### src/sv/bsc_pkg.sv
`timescale 1ns / 1ps
`default_nettype none
// ----------------------------------------------------------------------------
// bsc_pkg: shared types and constants of the bank switch controller
// Access kinds, address regions, clock select codes and the structs that pass
// between the decoder, the state registers and the top level.
// ----------------------------------------------------------------------------
package bsc_pkg;

	// kind of result word
	typedef enum logic [2:0] {
		KIND_ROM_RD = 3'd0,
		KIND_RAM_RD = 3'd1,
		KIND_RAM_WR = 3'd2,
		KIND_DIRECT = 3'd3,
		KIND_ABSORB = 3'd4
	} acc_kind_t;

	// address regions, bus address bits 15:13
	localparam logic [2:0] REG_ENABLE   = 3'd0;
	localparam logic [2:0] REG_ROM_BANK = 3'd1;
	localparam logic [2:0] REG_RAM_SEL  = 3'd2;
	localparam logic [2:0] REG_LATCH    = 3'd3;
	localparam logic [2:0] REG_EXT_RAM  = 3'd5;

	// request type codes
	localparam logic REQ_READ  = 1'b0;
	localparam logic REQ_WRITE = 1'b1;

	// enable key in the low nibble
	localparam logic [3:0] ENABLE_KEY = 4'hA;

	// bank select byte ranges
	localparam logic [7:0] RAM_SEL_MAX  = 8'h03;
	localparam logic [7:0] CLK_CODE_LO  = 8'h08;
	localparam logic [7:0] CLK_CODE_HI  = 8'h0C;
	localparam logic [7:0] CLK_CODE_OFS = 8'h07;

	// clock register selection: none, or 1 to 5
	localparam logic [2:0] CLK_SEL_NONE = 3'd0;
	localparam logic [2:0] CLK_SEL_MAX  = 3'd5;
	localparam int         CLK_REGS     = 5;

	// latch sequence bytes
	localparam logic [7:0] LATCH_ARM  = 8'h00;
	localparam logic [7:0] LATCH_FIRE = 8'h01;

	// byte returned while disabled or unmapped
	localparam logic [7:0] OPEN_BUS = 8'hFF;

	localparam int ADDR_W = 21;

	// one result word
	typedef struct packed {
		acc_kind_t         kind;
		logic [ADDR_W-1:0] mem_address;
		logic [7:0]        read_data;
		logic [7:0]        mem_write_data;
	} bsc_res_t;

	// register updates from the decoder
	typedef struct packed {
		logic       enable_we;
		logic       enable_d;
		logic       rom_we;
		logic       ram_we;
		logic       clksel_we;
		logic [2:0] clksel_d;
		logic       clkreg_we;
		logic       latch_we;
		logic       latch_toggle;
		logic [7:0] wdata;
	} bsc_upd_t;

endpackage
`default_nettype wire

### src/sv/bsc_decode.sv
`timescale 1ns / 1ps
`default_nettype none
// ----------------------------------------------------------------------------
// bsc_decode: bus access decoder
// Maps one registered bus access and the current controller state to a result
// word and the register updates that the access causes.
// ----------------------------------------------------------------------------
module bsc_decode #(
	parameter int ROM_BANK_BITS = 7,
	parameter int RAM_BANK_BITS = 2
) (
	input  wire logic                     req_type,
	input  wire logic [15:0]              address,
	input  wire logic [7:0]               write_data,
	input  wire logic [6:0]               rom_bank_mask,
	input  wire logic                     enabled,
	input  wire logic [ROM_BANK_BITS-1:0] rom_bank,
	input  wire logic [RAM_BANK_BITS-1:0] ram_bank,
	input  wire logic [2:0]               clock_select,
	input  wire logic [7:0]               clk_rd_byte,
	input  wire logic [7:0]               last_latch_byte,
	output bsc_pkg::bsc_res_t             res,
	output bsc_pkg::bsc_upd_t             upd,
	output logic [ROM_BANK_BITS-1:0]      rom_bank_d,
	output logic [RAM_BANK_BITS-1:0]      ram_bank_d
);
	import bsc_pkg::*;

	logic [2:0]               region;
	logic [ADDR_W-1:0]        ram_pa;
	logic [ADDR_W-1:0]        rom_pa;
	logic                     clk_sel_valid;
	logic [7:0]               mask_ext;
	logic [ROM_BANK_BITS-1:0] rom_masked;

	// address views
	assign region        = address[15:13];
	assign ram_pa        = ADDR_W'({ram_bank, address[12:0]});
	assign rom_pa        = ADDR_W'({rom_bank, address[13:0]});
	assign clk_sel_valid = (clock_select != CLK_SEL_NONE) && (clock_select <= CLK_SEL_MAX);
	assign mask_ext      = {1'b0, rom_bank_mask};
	assign rom_masked    = write_data[ROM_BANK_BITS-1:0] & mask_ext[ROM_BANK_BITS-1:0];

	// decode of one word
	always_comb begin
		res                = '{kind: KIND_ABSORB, mem_address: '0, read_data: '0,
		                       mem_write_data: '0};
		upd                = '0;
		upd.wdata          = write_data;
		rom_bank_d         = (rom_masked == '0) ? ROM_BANK_BITS'(1) : rom_masked;
		ram_bank_d         = write_data[RAM_BANK_BITS-1:0];
		if (req_type == REQ_WRITE) begin
			unique case (region)
				REG_ENABLE: begin
					upd.enable_we = 1'b1;
					upd.enable_d  = (write_data[3:0] == ENABLE_KEY);
				end
				REG_ROM_BANK: begin
					upd.rom_we = 1'b1;
				end
				REG_RAM_SEL: begin
					upd.clksel_we = 1'b1;
					if (write_data <= RAM_SEL_MAX) begin
						upd.ram_we   = 1'b1;
						upd.clksel_d = CLK_SEL_NONE;
					end else if (write_data >= CLK_CODE_LO && write_data <= CLK_CODE_HI) begin
						upd.clksel_d = 3'(write_data - CLK_CODE_OFS);
					end else begin
						upd.clksel_d = CLK_SEL_NONE;
					end
				end
				REG_LATCH: begin
					upd.latch_we     = 1'b1;
					upd.latch_toggle = (last_latch_byte == LATCH_ARM) &&
					                   (write_data == LATCH_FIRE);
				end
				REG_EXT_RAM: begin
					if (clk_sel_valid) begin
						upd.clkreg_we = 1'b1;
					end else begin
						res.kind           = KIND_RAM_WR;
						res.mem_address    = ram_pa;
						res.mem_write_data = write_data;
					end
				end
				default: begin
				end
			endcase
		end else begin
			// reads
			if (region == REG_ENABLE || region == REG_ROM_BANK) begin
				res.kind        = KIND_ROM_RD;
				res.mem_address = ADDR_W'(address);
			end else if (region == REG_RAM_SEL || region == REG_LATCH) begin
				res.kind        = KIND_ROM_RD;
				res.mem_address = rom_pa;
			end else if (region != REG_EXT_RAM || !enabled) begin
				res.kind      = KIND_DIRECT;
				res.read_data = OPEN_BUS;
			end else if (clk_sel_valid) begin
				res.kind      = KIND_DIRECT;
				res.read_data = clk_rd_byte;
			end else begin
				res.kind        = KIND_RAM_RD;
				res.mem_address = ram_pa;
			end
		end
	end

endmodule
`default_nettype wire

### src/sv/bsc_state.sv
`timescale 1ns / 1ps
`default_nettype none
// ----------------------------------------------------------------------------
// bsc_state: controller registers
// Holds the enable, bank selects, clock register file, latch state and the
// ROM bank mask, and applies the decoder's updates when a word advances.
// ----------------------------------------------------------------------------
module bsc_state #(
	parameter int ROM_BANK_BITS = 7,
	parameter int RAM_BANK_BITS = 2
) (
	input  wire logic                     clk,
	input  wire logic                     arst_n,
	input  wire logic                     cfg_we,
	input  wire logic [6:0]               cfg_wdata,
	input  wire logic                     advance,
	input  wire bsc_pkg::bsc_upd_t        upd,
	input  wire logic [ROM_BANK_BITS-1:0] rom_bank_d,
	input  wire logic [RAM_BANK_BITS-1:0] ram_bank_d,
	output logic [6:0]                    rom_bank_mask,
	output logic                          enabled,
	output logic [ROM_BANK_BITS-1:0]      rom_bank,
	output logic [RAM_BANK_BITS-1:0]      ram_bank,
	output logic [2:0]                    clock_select,
	output logic [7:0]                    clk_rd_byte,
	output logic [7:0]                    last_latch_byte
);
	import bsc_pkg::*;

	logic [6:0]               mask_q;
	logic                     enabled_q;
	logic [ROM_BANK_BITS-1:0] rom_bank_q;
	logic [RAM_BANK_BITS-1:0] ram_bank_q;
	logic [2:0]               clksel_q;
	logic [7:0]               clk_regs_q [CLK_REGS];
	logic                     latched_q;
	logic [7:0]               latch_byte_q;

	// configuration register
	always_ff @(posedge clk or negedge arst_n) begin
		if (!arst_n) begin
			mask_q <= 7'h7F;
		end else if (cfg_we) begin
			mask_q <= cfg_wdata;
		end
	end

	// control registers
	always_ff @(posedge clk or negedge arst_n) begin
		if (!arst_n) begin
			enabled_q    <= 1'b0;
			rom_bank_q   <= ROM_BANK_BITS'(1);
			ram_bank_q   <= '0;
			clksel_q     <= CLK_SEL_NONE;
			latched_q    <= 1'b0;
			latch_byte_q <= LATCH_ARM;
		end else if (advance) begin
			if (upd.enable_we) begin
				enabled_q <= upd.enable_d;
			end
			if (upd.rom_we) begin
				rom_bank_q <= rom_bank_d;
			end
			if (upd.ram_we) begin
				ram_bank_q <= ram_bank_d;
			end
			if (upd.clksel_we) begin
				clksel_q <= upd.clksel_d;
			end
			if (upd.latch_we) begin
				latched_q    <= latched_q ^ upd.latch_toggle;
				latch_byte_q <= upd.wdata;
			end
		end
	end

	// clock register file
	always_ff @(posedge clk or negedge arst_n) begin
		if (!arst_n) begin
			for (int i = 0; i < CLK_REGS; i++) begin
				clk_regs_q[i] <= '0;
			end
		end else if (advance && upd.clkreg_we) begin
			for (int i = 0; i < CLK_REGS; i++) begin
				if (clksel_q == 3'(i + 1)) begin
					clk_regs_q[i] <= upd.wdata;
				end
			end
		end
	end

	// selected clock register, zero when none selected
	always_comb begin
		clk_rd_byte = '0;
		for (int i = 0; i < CLK_REGS; i++) begin
			if (clksel_q == 3'(i + 1)) begin
				clk_rd_byte = clk_regs_q[i];
			end
		end
	end

	// latch flag is kept but drives nothing; it only toggles itself
	assign rom_bank_mask   = mask_q;
	assign enabled         = enabled_q;
	assign rom_bank        = rom_bank_q;
	assign ram_bank        = ram_bank_q;
	assign clock_select    = clksel_q;
	assign last_latch_byte = latch_byte_q;

endmodule
`default_nettype wire

### src/sv/bank_switch_controller_rtc_core.sv
`timescale 1ns / 1ps
`default_nettype none
// ----------------------------------------------------------------------------
// bank_switch_controller_rtc_core: cartridge bank controller with clock regs
// Input channel s_axis: one bus access per word. Output channel m_axis: one
// result word per access, in order.
//
// Each accepted access is held in an input register, decoded against the
// controller registers, and its result is placed in the output register while
// the registers take the update. The result is valid once the access has passed
// the input register and then the output register; one word is accepted every
// cycle while the output is taken every cycle.
// When the receiver stalls, the result waits in the output register and the
// next access waits in the input register; the input stops taking words only
// when both are full, and tready falls back to high as soon as space frees.
// Reset (arst_n low) clears both registers to empty and sets the controller
// to: disabled, ROM bank 1, RAM bank 0, no clock register selected, clock
// registers zero, latch state clear, ROM bank mask 7F.
// cfg_we writes the ROM bank mask; the user must write it only while no word is
// in flight, as the block itself does not enforce this.
// ----------------------------------------------------------------------------
module bank_switch_controller_rtc_core #(
	parameter int ROM_BANK_BITS = 7,
	parameter int RAM_BANK_BITS = 2
) (
	input  wire logic        clk,
	input  wire logic        arst_n,
	// configuration: rom_bank_mask
	input  wire logic        cfg_we,
	input  wire logic [6:0]  cfg_wdata,
	// input words
	input  wire logic        s_axis_tvalid,
	output logic             s_axis_tready,
	input  wire logic [23:0] s_axis_tdata,  // address[15:0], write_data[23:16]
	input  wire logic        s_axis_tuser,  // req_type
	// result words
	output logic             m_axis_tvalid,
	input  wire logic        m_axis_tready,
	output logic [39:0]      m_axis_tdata,  // mem_address[20:0], read_data[28:21],
	                                        // mem_write_data[36:29], zero[39:37]
	output logic [2:0]       m_axis_tuser   // access_kind
);
	import bsc_pkg::*;

	logic                     s1_valid_q;
	logic                     req_type_s1;
	logic [15:0]              address_s1;
	logic [7:0]               write_data_s1;
	logic                     out_valid_q;
	bsc_res_t                 out_q;
	logic                     advance;
	bsc_res_t                 res;
	bsc_upd_t                 upd;
	logic [ROM_BANK_BITS-1:0] rom_bank_d;
	logic [RAM_BANK_BITS-1:0] ram_bank_d;
	logic [6:0]               rom_bank_mask;
	logic                     enabled;
	logic [ROM_BANK_BITS-1:0] rom_bank;
	logic [RAM_BANK_BITS-1:0] ram_bank;
	logic [2:0]               clock_select;
	logic [7:0]               clk_rd_byte;
	logic [7:0]               last_latch_byte;

	// handshake: a word moves on when the output register is free or drains
	assign advance       = s1_valid_q && (!out_valid_q || m_axis_tready);
	assign s_axis_tready = !s1_valid_q || advance;

	// input register
	always_ff @(posedge clk or negedge arst_n) begin
		if (!arst_n) begin
			s1_valid_q <= 1'b0;
		end else if (s_axis_tready) begin
			s1_valid_q <= s_axis_tvalid;
		end
	end

	always_ff @(posedge clk) begin
		if (s_axis_tvalid && s_axis_tready) begin
			req_type_s1   <= s_axis_tuser;
			address_s1    <= s_axis_tdata[15:0];
			write_data_s1 <= s_axis_tdata[23:16];
		end
	end

	// decoder
	bsc_decode #(
		.ROM_BANK_BITS(ROM_BANK_BITS),
		.RAM_BANK_BITS(RAM_BANK_BITS)
	) u_decode (
		.req_type       (req_type_s1),
		.address        (address_s1),
		.write_data     (write_data_s1),
		.rom_bank_mask  (rom_bank_mask),
		.enabled        (enabled),
		.rom_bank       (rom_bank),
		.ram_bank       (ram_bank),
		.clock_select   (clock_select),
		.clk_rd_byte    (clk_rd_byte),
		.last_latch_byte(last_latch_byte),
		.res            (res),
		.upd            (upd),
		.rom_bank_d     (rom_bank_d),
		.ram_bank_d     (ram_bank_d)
	);

	// controller registers
	bsc_state #(
		.ROM_BANK_BITS(ROM_BANK_BITS),
		.RAM_BANK_BITS(RAM_BANK_BITS)
	) u_state (
		.clk            (clk),
		.arst_n         (arst_n),
		.cfg_we         (cfg_we),
		.cfg_wdata      (cfg_wdata),
		.advance        (advance),
		.upd            (upd),
		.rom_bank_d     (rom_bank_d),
		.ram_bank_d     (ram_bank_d),
		.rom_bank_mask  (rom_bank_mask),
		.enabled        (enabled),
		.rom_bank       (rom_bank),
		.ram_bank       (ram_bank),
		.clock_select   (clock_select),
		.clk_rd_byte    (clk_rd_byte),
		.last_latch_byte(last_latch_byte)
	);

	// output register
	always_ff @(posedge clk or negedge arst_n) begin
		if (!arst_n) begin
			out_valid_q <= 1'b0;
		end else if (advance) begin
			out_valid_q <= 1'b1;
		end else if (m_axis_tready) begin
			out_valid_q <= 1'b0;
		end
	end

	always_ff @(posedge clk) begin
		if (advance) begin
			out_q <= res;
		end
	end

	assign m_axis_tvalid = out_valid_q;
	assign m_axis_tuser  = out_q.kind;
	assign m_axis_tdata  = {3'b000, out_q.mem_write_data, out_q.read_data, out_q.mem_address};

`ifndef SYNTHESIS
	// the selected ROM bank is never zero
	a_rom_bank_nonzero: assert property (@(posedge clk) disable iff (!arst_n)
		rom_bank != '0)
		else $error("rom bank register holds zero");

	// clock selection stays within the five registers or none
	a_clksel_range: assert property (@(posedge clk) disable iff (!arst_n)
		clock_select <= CLK_SEL_MAX)
		else $error("clock select out of range");

	// a RAM write result only while no clock register is selected
	a_ram_wr_no_clk: assert property (@(posedge clk) disable iff (!arst_n)
		(advance && res.kind == KIND_RAM_WR) |-> (clock_select == CLK_SEL_NONE))
		else $error("RAM write issued with a clock register selected");

	// a word that moves on shows as a valid result the next cycle
	a_advance_out: assert property (@(posedge clk) disable iff (!arst_n)
		advance |=> m_axis_tvalid)
		else $error("advanced word not presented");
`endif

endmodule
`default_nettype wire

### config.mk
export PLATFORM = sky130hd
export DESIGN_NAME = bank_switch_controller_rtc_core
export DESIGN_NICKNAME = d
export VERILOG_FILES = /design/src/sv/bsc_pkg.sv /design/src/sv/bsc_decode.sv /design/src/sv/bsc_state.sv /design/src/sv/bank_switch_controller_rtc_core.sv
export SDC_FILE = /design/constraint.sdc
export NUM_CORES = 1
export LEC_CHECK = 0
export BUFFER_PORTS_ARGS = -buffer_cell sky130_fd_sc_hd__buf_2
export CORE_AREA = 10 10 105 107
export DETAILED_ROUTE_END_ITERATION = 8
export DIE_AREA = 0 0 115 117
export GPL_TIMING_DRIVEN = 0
export HOLD_SLACK_MARGIN = 0.12
export PLACE_DENSITY = 0.83
export RECOVER_POWER = 100
export SKIP_CTS_REPAIR_TIMING = 1
export SYNTH_ARGS = -nofsm -noshare
export SYNTH_HDL_FRONTEND = slang
export SYNTH_SLANG_ARGS = --single-unit
### constraint.sdc
create_clock -name clk -period 5.8 [get_ports clk]
set_clock_uncertainty 0.1 [all_clocks]
set_input_delay 0.58 -clock clk [delete_from_list [all_inputs] [get_ports clk]]
set_output_delay 0.58 -clock clk [all_outputs]
set_load 0.005 [all_outputs]
# Yosys cells after proc, flatten, opt, wreduce, memory -nomap -nowiden
# Cells that the tools add are included.
[word_totals] input_bits=37 reg_bits=135 word_cells=100
[op_classes] order_cmp=4 n_reduce_logical=31 bitwise_logic=3 eq_ne=12 mux=29 n_addsub=1
[op_table] op="two-way mux 24 bit" n=5
[op_table] op="two-way mux 8 bit" n=7
[op_table] op="two-way mux 21 bit" n=1
[op_table] op="AND reduction 2 bit" n=10
[op_table] op="two-way mux 15 bit" n=1
[op_table] op="equality test 3 x 2 -> 1 bit, second input constant" n=4
[op_table] op="two-way mux 11 bit" n=1
[op_table] op="equality test 3 bit, second input constant" n=3
[op_table] op="two-way mux 3 bit" n=3
[op_table] op="equality test 8 x 1 -> 1 bit, second input constant" n=1
[op_table] op=">= comparator 8 x 4 -> 1 bit, second input constant" n=1
[op_table] op="<= comparator 8 x 2 -> 1 bit, second input constant" n=1
[op_table] op="<= comparator 8 x 4 -> 1 bit, second input constant" n=1
[op_table] op="logical NOT 8 bit" n=1
[op_table] op="AND 7 bit" n=1
[op_table] op="logical NOT 7 bit" n=1
[op_table] op="two-way mux 7 bit" n=1
[op_table] op="equality test 3 x 1 -> 1 bit, second input constant" n=2
[op_table] op="logical AND 1 bit" n=6
[op_table] op="two-way mux 1 bit" n=6
[op_table] op="two-way mux 2 bit" n=3
[op_table] op="OR reduction 3 bit" n=2
[op_table] op="logical OR 1 bit" n=5
[op_table] op="two-way mux 5 bit" n=1
[op_table] op="9 further kinds" n=12

# Longest topological paths before layout
# Gate-level depths: netlist (run 1).
[depth] depth_word=8 depth_mapped=6

# Hierarchy
# From an unflattened synthesis (run 1), not the netlist that was laid out.
[hier_totals] cells_unflattened=390 hier_area_um2=5896.9
[by_module_without_submodules] mod="bsc_state" area_each_um2=3014.1 instances=1 cells_each=200
[by_module_without_submodules] mod="bank_switch_controller_rtc_core" area_each_um2=2082.0 instances=1 cells_each=77
[by_module_without_submodules] mod="bsc_decode" area_each_um2=800.8 instances=1 cells_each=113

# Worst setup path after synthesis (run 1)
# Ideal clock, no wire load.
[synth_timing] kind="input to register" startpoint="in m_axis_tready" endpoint="reg out_q, in the netlist m_axis_tdata[0] (enable)" cell_stages=2 setup_slack_ps=3469 arrival_ps=1829 setup_ps=401 path_cell_list="nand2b_1 > and2_1"
[synth_between] elab_chain_len=2
[synth_rtl] element="start: declaration" line="bank_switch_controller_rtc_core.sv:38" rtl="input wire logic m_axis_tready,"
[synth_rtl] element="logical OR 1 bit" line="bank_switch_controller_rtc_core.sv:65" rtl="assign advance = s1_valid_q && (!out_valid_q || m_axis_tready);"
[synth_rtl] element="logical AND 1 bit" line="bank_switch_controller_rtc_core.sv:65"
[synth_rtl] element="named net advance" line="bank_switch_controller_rtc_core.sv:51" rtl="logic advance;"
[synth_rtl] element="end signal: assignment" line="bank_switch_controller_rtc_core.sv:141" rtl="out_q <= res;"
[synth_rtl] element="end: declaration" line="bank_switch_controller_rtc_core.sv:50" rtl="bsc_res_t out_q;"
# The timed path passes the listed nets, and every way through them passes these cells.
# A chain may end at the register's enable or synchronous reset.

# Worst setup path after layout (run 1)
[layout_timing] startpoint="reg address_s1[14]" endpoint="reg u_state.clk_regs_q[29] (netlist name)"
[layout_between] elab_chain_len=5
[layout_rtl] element="start: declaration" line="bank_switch_controller_rtc_core.sv:47" rtl="logic [15:0] address_s1;"
[layout_rtl] element="start signal: assignment" line="bank_switch_controller_rtc_core.sv:80" rtl="address_s1 <= s_axis_tdata[15:0];"
[layout_rtl] element="equality test 3 bit" line="bsc_decode.sv:53" rtl="unique case (region)"
[layout_rtl] element="two-way mux 1 bit" line="bsc_decode.sv:53"
[layout_rtl] element="two-way mux 11 bit" line="bsc_decode.sv:52" rtl="if (req_type == REQ_WRITE) begin"
[layout_rtl] element="logical AND 1 bit" line="bsc_state.sv:83" rtl="end else if (advance && upd.clkreg_we) begin"
[layout_rtl] element="AND reduction 2 bit (no source line)"
[layout_rtl] element="end signal: indexed assignment" line="bsc_state.sv:86" rtl="clk_regs_q[i] <= upd.wdata;"
[layout_rtl] element="end: declaration" line="bsc_state.sv:35" rtl="logic [7:0] clk_regs_q [CLK_REGS];"
# No other way between the ends.

==> tab_implementation.tex, run 1 <==
\begin{tabular}{lr}
\hline
Metric & Value \\
\hline
\multicolumn{2}{l}{\textbf{Status}} \\
Result of the run & finished, violations left \\
Violated checks & capacitance limit, slew limit \\
\multicolumn{2}{l}{\textbf{Worst setup path}} \\
Worst reg2reg setup slack & 2.57 ns \\
Startpoint type of the worst setup path & register \\
Critical-path maximum fanout & 8 \\
Cell with the largest stage delay on the worst path & nor4\_1 \\
Reg-to-reg critical path endpoint & u\_state.clk\_regs\_q[29]\$\_DFFE\_PN0P\_ \\
Worst path max stage delay & roughly 1.5 ns \\
Worst Path Arrival & between 3 and 4 ns \\
Kind of end point of the critical path & register \\
Required time at the worst-slack endpoint & 6.10 ns \\
Worst reg2reg path startpoint & address\_s1[14]\$\_DFFE\_PP\_ \\
Cell Chain, Critical Path & and3b\_4 -> nand4\_1 -> nor4\_1 -> mux2\_2 \\
Cell depth of the worst flop-to-flop path & 4 \\
Type of the setup path with the least slack & reg2reg \\
\multicolumn{2}{l}{\textbf{Worst hold path}} \\
Worst Hold Depth & 1 \\
Hold Crit Start & s\_axis\_tdata[21] \\
Worst hold path endpoint & write\_data\_s1[5]\$\_DFFE\_PP\_ \\
Type of the tightest min-delay check & in2reg \\
\multicolumn{2}{l}{\textbf{Synth}} \\
Post-synth ARST share & roughly half \\
Number of flops mapped to enable cells by yosys & between 60 and 70 \\
Mapped cell area & around 0.0053 mm² \\
Post-synthesis area per instance & $\sim$14 µm² \\
Post-synthesis cell count & 372 \\
Cell types with the highest counts after synthesis & edfxtp\_1 (65), dfrtp\_1 (54), mux2\_2 (43) \\
Largest cells by area after synthesis & edfxtp\_1 (37\%), dfrtp\_1 (26\%), mux2\_2 (9.2\%) \\
Seq/Total Area, Yosys & 66.41\% \\
Number of warning messages in the yosys log & 0 \\
Number of register bits inferred by synthesis & around 130 \\
Number of unique standard cell types used by synthesis & between 50 and 60 \\
Area share of the largest cell type after synthesis & between 30 and 40\% \\
Leading area contributor after synthesis & edfxtp\_1 \\
Cell with the most instances after synthesis & edfxtp\_1 \\
Flip-flop cell with the highest count after synthesis & edfxtp\_1 \\
\multicolumn{2}{l}{\textbf{Place}} \\
Port bufs & 77 \\
Half-perimeter wire length after detailed placement & 7810 µm \\
Final weighted congestion in routability-driven placement & about 0.87 \\
Post-Place Cells & 562 \\
Worst slack after detailed placement & about 3.4 ns \\
\multicolumn{2}{l}{\textbf{CTS}} \\
H-tree levels & 4 \\
Cell at the root of the clock tree & clkbuf\_8 \\
Total CTS buffers & 17 \\
Later-pin clock latency in the skew report & 0.52 ns \\
Longest Clk Path Bufs & 2 \\
TritonCTS clock tree & yes \\
Clock slew seen by the registers of the worst setup and hold paths & approximately 0.060 ns \\
Clock Sinks & 127 \\
\multicolumn{2}{l}{\textbf{GRT}} \\
Pin count of the biggest net entering global routing & 63 \\
Number of global-route vias before repair & $\sim$3500 \\
Total global-route track usage & between 10\% and 20\% \\
Antenna violations before repair & 0 \\
Wire length of the first global-routing pass & 18290 µm \\
Total congestion overflow after global routing & 0 \\
\multicolumn{2}{l}{\textbf{Die}} \\
Die boundary height & 117 µm \\
Die outline area & 0.01346 mm² \\
Io pins & 82 \\
Core outline area & about 0.0090 mm² \\
Starting density of the core & between 50\% and 60\% \\
Chip width & around 120 µm \\
Number of core rows & 35 \\
\multicolumn{2}{l}{\textbf{Cells and area}} \\
Diode insertion count for antenna repair & 0 \\
Count of non-filler cells in the finished layout & 600 \\
Fraction of layout instances using a drive strength above 1 & approximately a quarter \\
Post-layout net count & 516 \\
Fin util & about 70\% \\
Area Overhead vs Synth & 19.04\% \\
\multicolumn{2}{l}{\textbf{Detailed routing}} \\
Number of DRC markers in iteration 0 & between 150 and 200 \\
Detailed Route WL & around 12000 µm \\
Wire length per cell after detailed routing & between 15 and 20 µm \\
First-pass DRT Iterations & 5 \\
Overall via count from detail\_route & $\sim$3500 \\
DRC & 0 \\
Number of vias per cell & 5.802 \\
Post-detailed-route count of antenna-violating nets & 0 \\
\multicolumn{2}{l}{\textbf{Power and ir drop}} \\
Max rail drop VDD & 0.2563 mV \\
Leakage & roughly 0.0027 µW \\
Pwr dens & between 300 and 400 mW/mm² \\
\multicolumn{2}{l}{\textbf{Timing}} \\
Setup repair after global routing missed its margin & no \\
Part of the cycle the worst path needs & 55.70\% \\
Final critical-path setup slack & between 2 and 3 ns \\
\# setup viols final & 0 \\
Total negative slack & 0 ns \\
Transition time of the tightest slew-check pin & between 2 and 2.5 ns \\
Number of pins with negative max-slew slack in the final report & 94 \\
FMAX & $\sim$0.31 GHz \\
Slew headroom & -65.62\% \\
Hold violation total from the final report & 0 \\
Shortest period the worst path allows & 3.230 ns \\
\multicolumn{2}{l}{\textbf{Flow run}} \\
Number of max-cap violations & 5 \\
\hline
\end{tabular}
## logic make-up after synthesis
logic type	count (synthesis)	synth area share [%]
mux	49	10.29
xor+xnor	1	0.1656
buf+inv	40	3.145
simple gates	81	10.57
other cells	1	0.07089
flops	127	66.41
compound gates	70	8.633
fa+ha+maj	3	0.7096
## per-stage QoR
| stage | hold WS, ns | total power [µW] | cell area, µm² |
|---|---|---|---|
| 2_1_floorplan | 0.1844 | 1132 | 5298 |
| 3_3_place_gp | 0.3852 | 1200 | 5822 |
| 3_5_place_dp | 0.3903 | 1208 | 5823 |
| 4_1_cts | 0.1168 | 2181 | 6375 |
| 5_1_grt | 0.1221 | 2237 | 6297 |
| 6_report | 0.1312 | 2170 | 6297 |
## layer usage
metal,GRT usage [%],vias to the layer above,wire [µm]
met2,28.27,124,5608
met5,0,-,0
met4,8.581,0,399
li1,-,1580,-
met3,5.454,37,715
met1,21.43,1740,4943
## power breakdown
group          switching [µW]  internal (µW)
sequential               33.6           1020
clock                     407            572
combinational            81.5           52.4
## how the worst max path moves through the flow
stage	slack (ns)	end	startpoint	cells past startpoint
3_5_place_dp	3.43	u_state.clk_regs_q[30]$_DFFE_PN0P_	m_axis_tready	5
2_1_floorplan	3.47	m_axis_tdata[0]$_DFFE_PP_	m_axis_tready	2
3_3_place_gp	3.02	m_axis_tdata[27]$_SDFFCE_PP0P_	m_axis_tready	3
5_1_grt	2.46	u_state.clk_regs_q[29]$_DFFE_PN0P_	req_type_s1$_DFFE_PP_	4
4_1_cts	3.60	u_state.clk_regs_q[29]$_DFFE_PN0P_	address_s1[14]$_DFFE_PP_	4
6_report	2.57	u_state.clk_regs_q[29]$_DFFE_PN0P_	address_s1[14]$_DFFE_PP_	4
## worst max-delay path, delay by kind of cell (launching register included)
family        cells  cell delay (ns)
simple gates      3             2.16
mux               1             0.45
flops             1             0.40
## layout by cell type, fill, tap and decap left out, types with 8 or more instances in the layout
cell / instances
edfxtp_1: 65
clkbuf_1: 55
dfrtp_1: 54
mux2_2: 39
buf_2: 39
o21ai_0: 24
inv_1: 18
clkbuf_16: 16
nand2_1: 15
nor2b_1: 15
and3_1: 14
nand3_1: 9
a21oi_1: 8
o21a_1: 8
dfstp_2: 8
## flip-flops by register name, summed over array words and instances (netlist names)
| name | cells |
|---|---|
| write_data_s1 | 8 |
| m_axis_tdata | 37 |
| u_state.ram_bank | 2 |
| address_s1 | 16 |
| u_state.rom_bank | 7 |
| u_state.clock_select | 3 |
| req_type_s1 | 1 |
| s1_valid_q | 1 |
| m_axis_tvalid | 1 |
| u_state.enabled | 1 |
| u_state.rom_bank_mask | 7 |
| m_axis_tuser | 3 |
| u_state.clk_regs_q | 40 |
## area by class of cell
cell class	count	area, µm²
buffer	22	93.84
clock buffer	17	414.1
clock inverter	15	137.6
fill	627	2724
inverter	18	67.56
multi-input combinational	207	1530
sequential	127	3513
tap	111	138.9
timing repair buffer	83	401.6
Note: power is estimated with default switching activity, not from simulation.
==> run 2, diff against run 1 <==
- ABC_AREA: default -> 1
- CORE_AREA: 10 10 105 107 -> 10 10 114 116
- DIE_AREA: 0 0 115 117 -> 0 0 124 126
- PLACE_DENSITY: 0.83 -> 0.74
- clock period: 5.8 -> 2.65 ns (I/O delays scaled with it)
==> tab_implementation.tex, run 2 <==
\begin{tabular}{lr}
\hline
Metric & Value \\
\hline
\multicolumn{2}{l}{\textbf{Detailed routing}} \\
Detailed Route WL & around 12000 µm \\
First-pass DRT Iterations & 5 \\
Number of DRC markers in iteration 0 & between 300 and 400 \\
Overall via count from detail\_route & 3973 \\
Wire length per cell after detailed routing & about 16 µm \\
Number of vias per cell & between 5 and 6 \\
Post-detailed-route count of antenna-violating nets & 0 \\
DRC & 0 \\
\multicolumn{2}{l}{\textbf{Worst hold path}} \\
Hold Crit Start & cfg\_we \\
Type of the tightest min-delay check & in2reg \\
\multicolumn{2}{l}{\textbf{Timing}} \\
Number of pins with negative max-slew slack in the final report & 63 \\
Final hold slack & between 0.1 and 0.15 ns \\
\# setup viols final & 0 \\
Transition time of the tightest slew-check pin & $\sim$1.6 ns \\
Shortest period the worst path allows & between 2 and 2.5 ns \\
Part of the cycle the worst path needs & between 70\% and 80\% \\
Slew headroom & -3.761\% \\
Setup repair after global routing missed its margin & no \\
Hold violation total from the final report & 0 \\
Total negative slack & 0 ns \\
FMAX & about 0.47 GHz \\
\multicolumn{2}{l}{\textbf{Worst setup path}} \\
Kind of end point of the critical path & register \\
Most used cell along the critical path & nand2\_1 \\
Cell Chain, Critical Path & buf\_2 -> nand2\_1 -> nand3\_1 -> nor2\_1 -> nand2\_1 -> clkbuf\_1 -> a21boi\_0 \\
Type of the setup path with the least slack & reg2reg \\
Worst path max stage delay & 0.38 ns \\
Required time at the worst-slack endpoint & 2.89 ns \\
Critical-path maximum fanout & 10 \\
Startpoint type of the worst setup path & register \\
Number of buffers and inverters on the critical path & 2 \\
Worst path top cell family by delay & simple AND/OR/NAND/NOR gates \\
Worst Path Arrival & approximately 2.4 ns \\
Cell with the largest stage delay on the worst path & dfrtp\_1 \\
Worst reg2reg path startpoint & u\_state.clock\_select[0]\$\_DFFE\_PN0P\_ \\
Worst setup path start & u\_state.clock\_select[0]\$\_DFFE\_PN0P\_ \\
\multicolumn{2}{l}{\textbf{Synth}} \\
Post-synth ARST share & around half \\
Area share of the largest cell type after synthesis & a little over a third \\
Number of register bits inferred by synthesis & roughly 130 \\
Post-synthesis area per instance & around 11 µm² \\
Mapped cell area & roughly 0.0053 mm² \\
Cell types with the highest counts after synthesis & nand2\_1 (136), edfxtp\_1 (65), inv\_1 (56) \\
Number of unique standard cell types used by synthesis & 32 \\
Post-synthesis cell count & 494 \\
Number of warning messages in the yosys log & 0 \\
Leading area contributor after synthesis & edfxtp\_1 \\
Largest cells by area after synthesis & edfxtp\_1 (37\%), dfrtp\_1 (25\%), nand2\_1 (9.6\%) \\
Cell with the most instances after synthesis & nand2\_1 \\
Seq/Total Area, Yosys & approximately two thirds \\
Flip-flop cell with the highest count after synthesis & edfxtp\_1 \\
Number of flops mapped to enable cells by yosys & 65 \\
\multicolumn{2}{l}{\textbf{Power and ir drop}} \\
Pwr dens & around 830 mW/mm² \\
Overall power after layout & roughly 5500 µW \\
Leakage & approximately 0.0029 µW \\
Max rail drop VDD & about 0.42 mV \\
\multicolumn{2}{l}{\textbf{Cells and area}} \\
Area used by multi-input combinational logic & approximately 0.0014 mm² \\
Largest register by flop count & u\_state.clk\_regs\_q \\
Layout fillers & 851 \\
Post-layout net count & 670 \\
Diode insertion count for antenna repair & 0 \\
Commonest cells after routing, fill and taps aside & nand2\_1 (136), edfxtp\_1 (65), inv\_1 (55) \\
Area occupied by registers & between 0.003 and 0.004 mm² \\
Number of flip-flops under the largest register name & 40 \\
Fraction of layout instances using a drive strength above 1 & roughly 17\% \\
Commonest non-fill, non-tap cell in the layout & nand2\_1 \\
Area Overhead vs Synth & 25.90\% \\
\multicolumn{2}{l}{\textbf{CTS}} \\
Later-pin clock latency in the skew report & $\sim$0.52 ns \\
Cell at the root of the clock tree & clkbuf\_8 \\
Longest Clk Path Bufs & 2 \\
Total CTS buffers & 17 \\
H-tree levels & 4 \\
Clock slew seen by the registers of the worst setup and hold paths & around 0.07 ns \\
TritonCTS clock tree & yes \\
Clock Sinks & about 130 \\
\multicolumn{2}{l}{\textbf{GRT}} \\
Antenna violations before repair & 0 \\
Total congestion overflow after global routing & 0 \\
Total global-route track usage & between 15 and 20\% \\
Pin count of the biggest net entering global routing & 63 \\
Wire length of the first global-routing pass & $\sim$18000 µm \\
Number of global-route vias before repair & between 3000 and 4000 \\
\multicolumn{2}{l}{\textbf{Die}} \\
Die boundary height & between 100 and 150 µm \\
Starting density of the core & 49.85\% \\
Core outline area & approximately 0.011 mm² \\
Chip width & 124 µm \\
Number of core rows & 38 \\
Io pins & 82 \\
Die outline area & 0.01562 mm² \\
\multicolumn{2}{l}{\textbf{Place}} \\
Port bufs & 77 \\
Final weighted congestion in routability-driven placement & between 0.8 and 0.9 \\
Half-perimeter wire length after detailed placement & approximately 8200 µm \\
\multicolumn{2}{l}{\textbf{Flow run}} \\
Number of max-cap violations & 1 \\
\multicolumn{2}{l}{\textbf{Status}} \\
Result of the run & finished, violations left \\
Violated checks & capacitance limit, slew limit \\
\hline
\end{tabular}
==> run 2: layout make-up <==
class,count,share of cell area [%]
buffer,17,1.416
clock buffer,18,6.224
clock inverter,14,2.199
inverter,59,3.299
multi-input combinational,293,21.04
sequential,127,52.33
tap,140,2.609
timing repair buffer,115,10.88
==> run 2: through the flow <==
stage | util (%) | worst slack (ns) | cell area (µm²) | instances
3_3_place_gp | 55.16 | 0.4571 | 5901 | 713
3_5_place_dp | 55.16 | 0.4284 | 5901 | 713
4_1_cts | 60.44 | 0.4204 | 6466 | 745
5_1_grt | 62.76 | 0.3273 | 6714 | 783
2_1_floorplan | - | 0.7100 | 5340 | 496
6_report | 62.76 | 0.5316 | 6714 | 783
==> run 2: layer usage <==
| metal | share of wire, % | wire length, µm | vias to the layer above | global-route usage [%] |
|---|---|---|---|---|
| met2 | 50 | 6182 | 181 | 23.01 |
| li1 | - | - | 1910 | - |
| met3 | 9.0 | 1112 | 16 | 4.692 |
| met1 | 40 | 4897 | 1866 | 19.72 |
| met4 | 1.6 | 203 | 0 | 5.014 |
| met5 | 0 | 0 | - | 0 |
==> run 2: cells by family (layout without fill, tap and decap cells) <==
| family | Yosys count | in the layout | share of synthesized area, % |
|---|---|---|---|
| and+or+nand+nor | 191 | 191 | 15.81 |
| other | 1 | 3 | 0.07032 |
| muxes | 6 | 6 | 1.267 |
| xor gates and xnor gates | 1 | 1 | 0.1643 |
| adders and majority gates | 3 | 3 | 0.7040 |
| AOI/OAI and AO/OA | 89 | 89 | 9.479 |
| DFF | 127 | 127 | 65.88 |
| buffers and inverters | 76 | 223 | 6.616 |
==> run 2: worst paths after layout <==
kind | endpoint | slack (ns) | cells after the start
setup / recovery | m_axis_tdata[8]$_DFFE_PP_ | 0.53 | 7
hold / removal | u_state.rom_bank_mask[5]$_DFFE_PN1P_ | 0.14 | 2
setup reg to reg | m_axis_tdata[8]$_DFFE_PP_ | 0.53 | 7
hold reg to reg | u_state.rom_bank[3]$_DFFE_PN0P_ | 0.39 | 2
max in group asynchronous | u_state.rom_bank[4]$_DFFE_PN0P_ | 0.92 | 2
min in group asynchronous | u_state.clk_regs_q[30]$_DFFE_PN0P_ | 0.57 | 2
==> run 2: power breakdown <==
| group | switching, µW | total [µW] | internal (µW) |
|---|---|---|---|
| Combinational | 559 | 855 | 295 |
| Sequential | 117 | 2490 | 2370 |
| Clock | 928 | 2210 | 1280 |
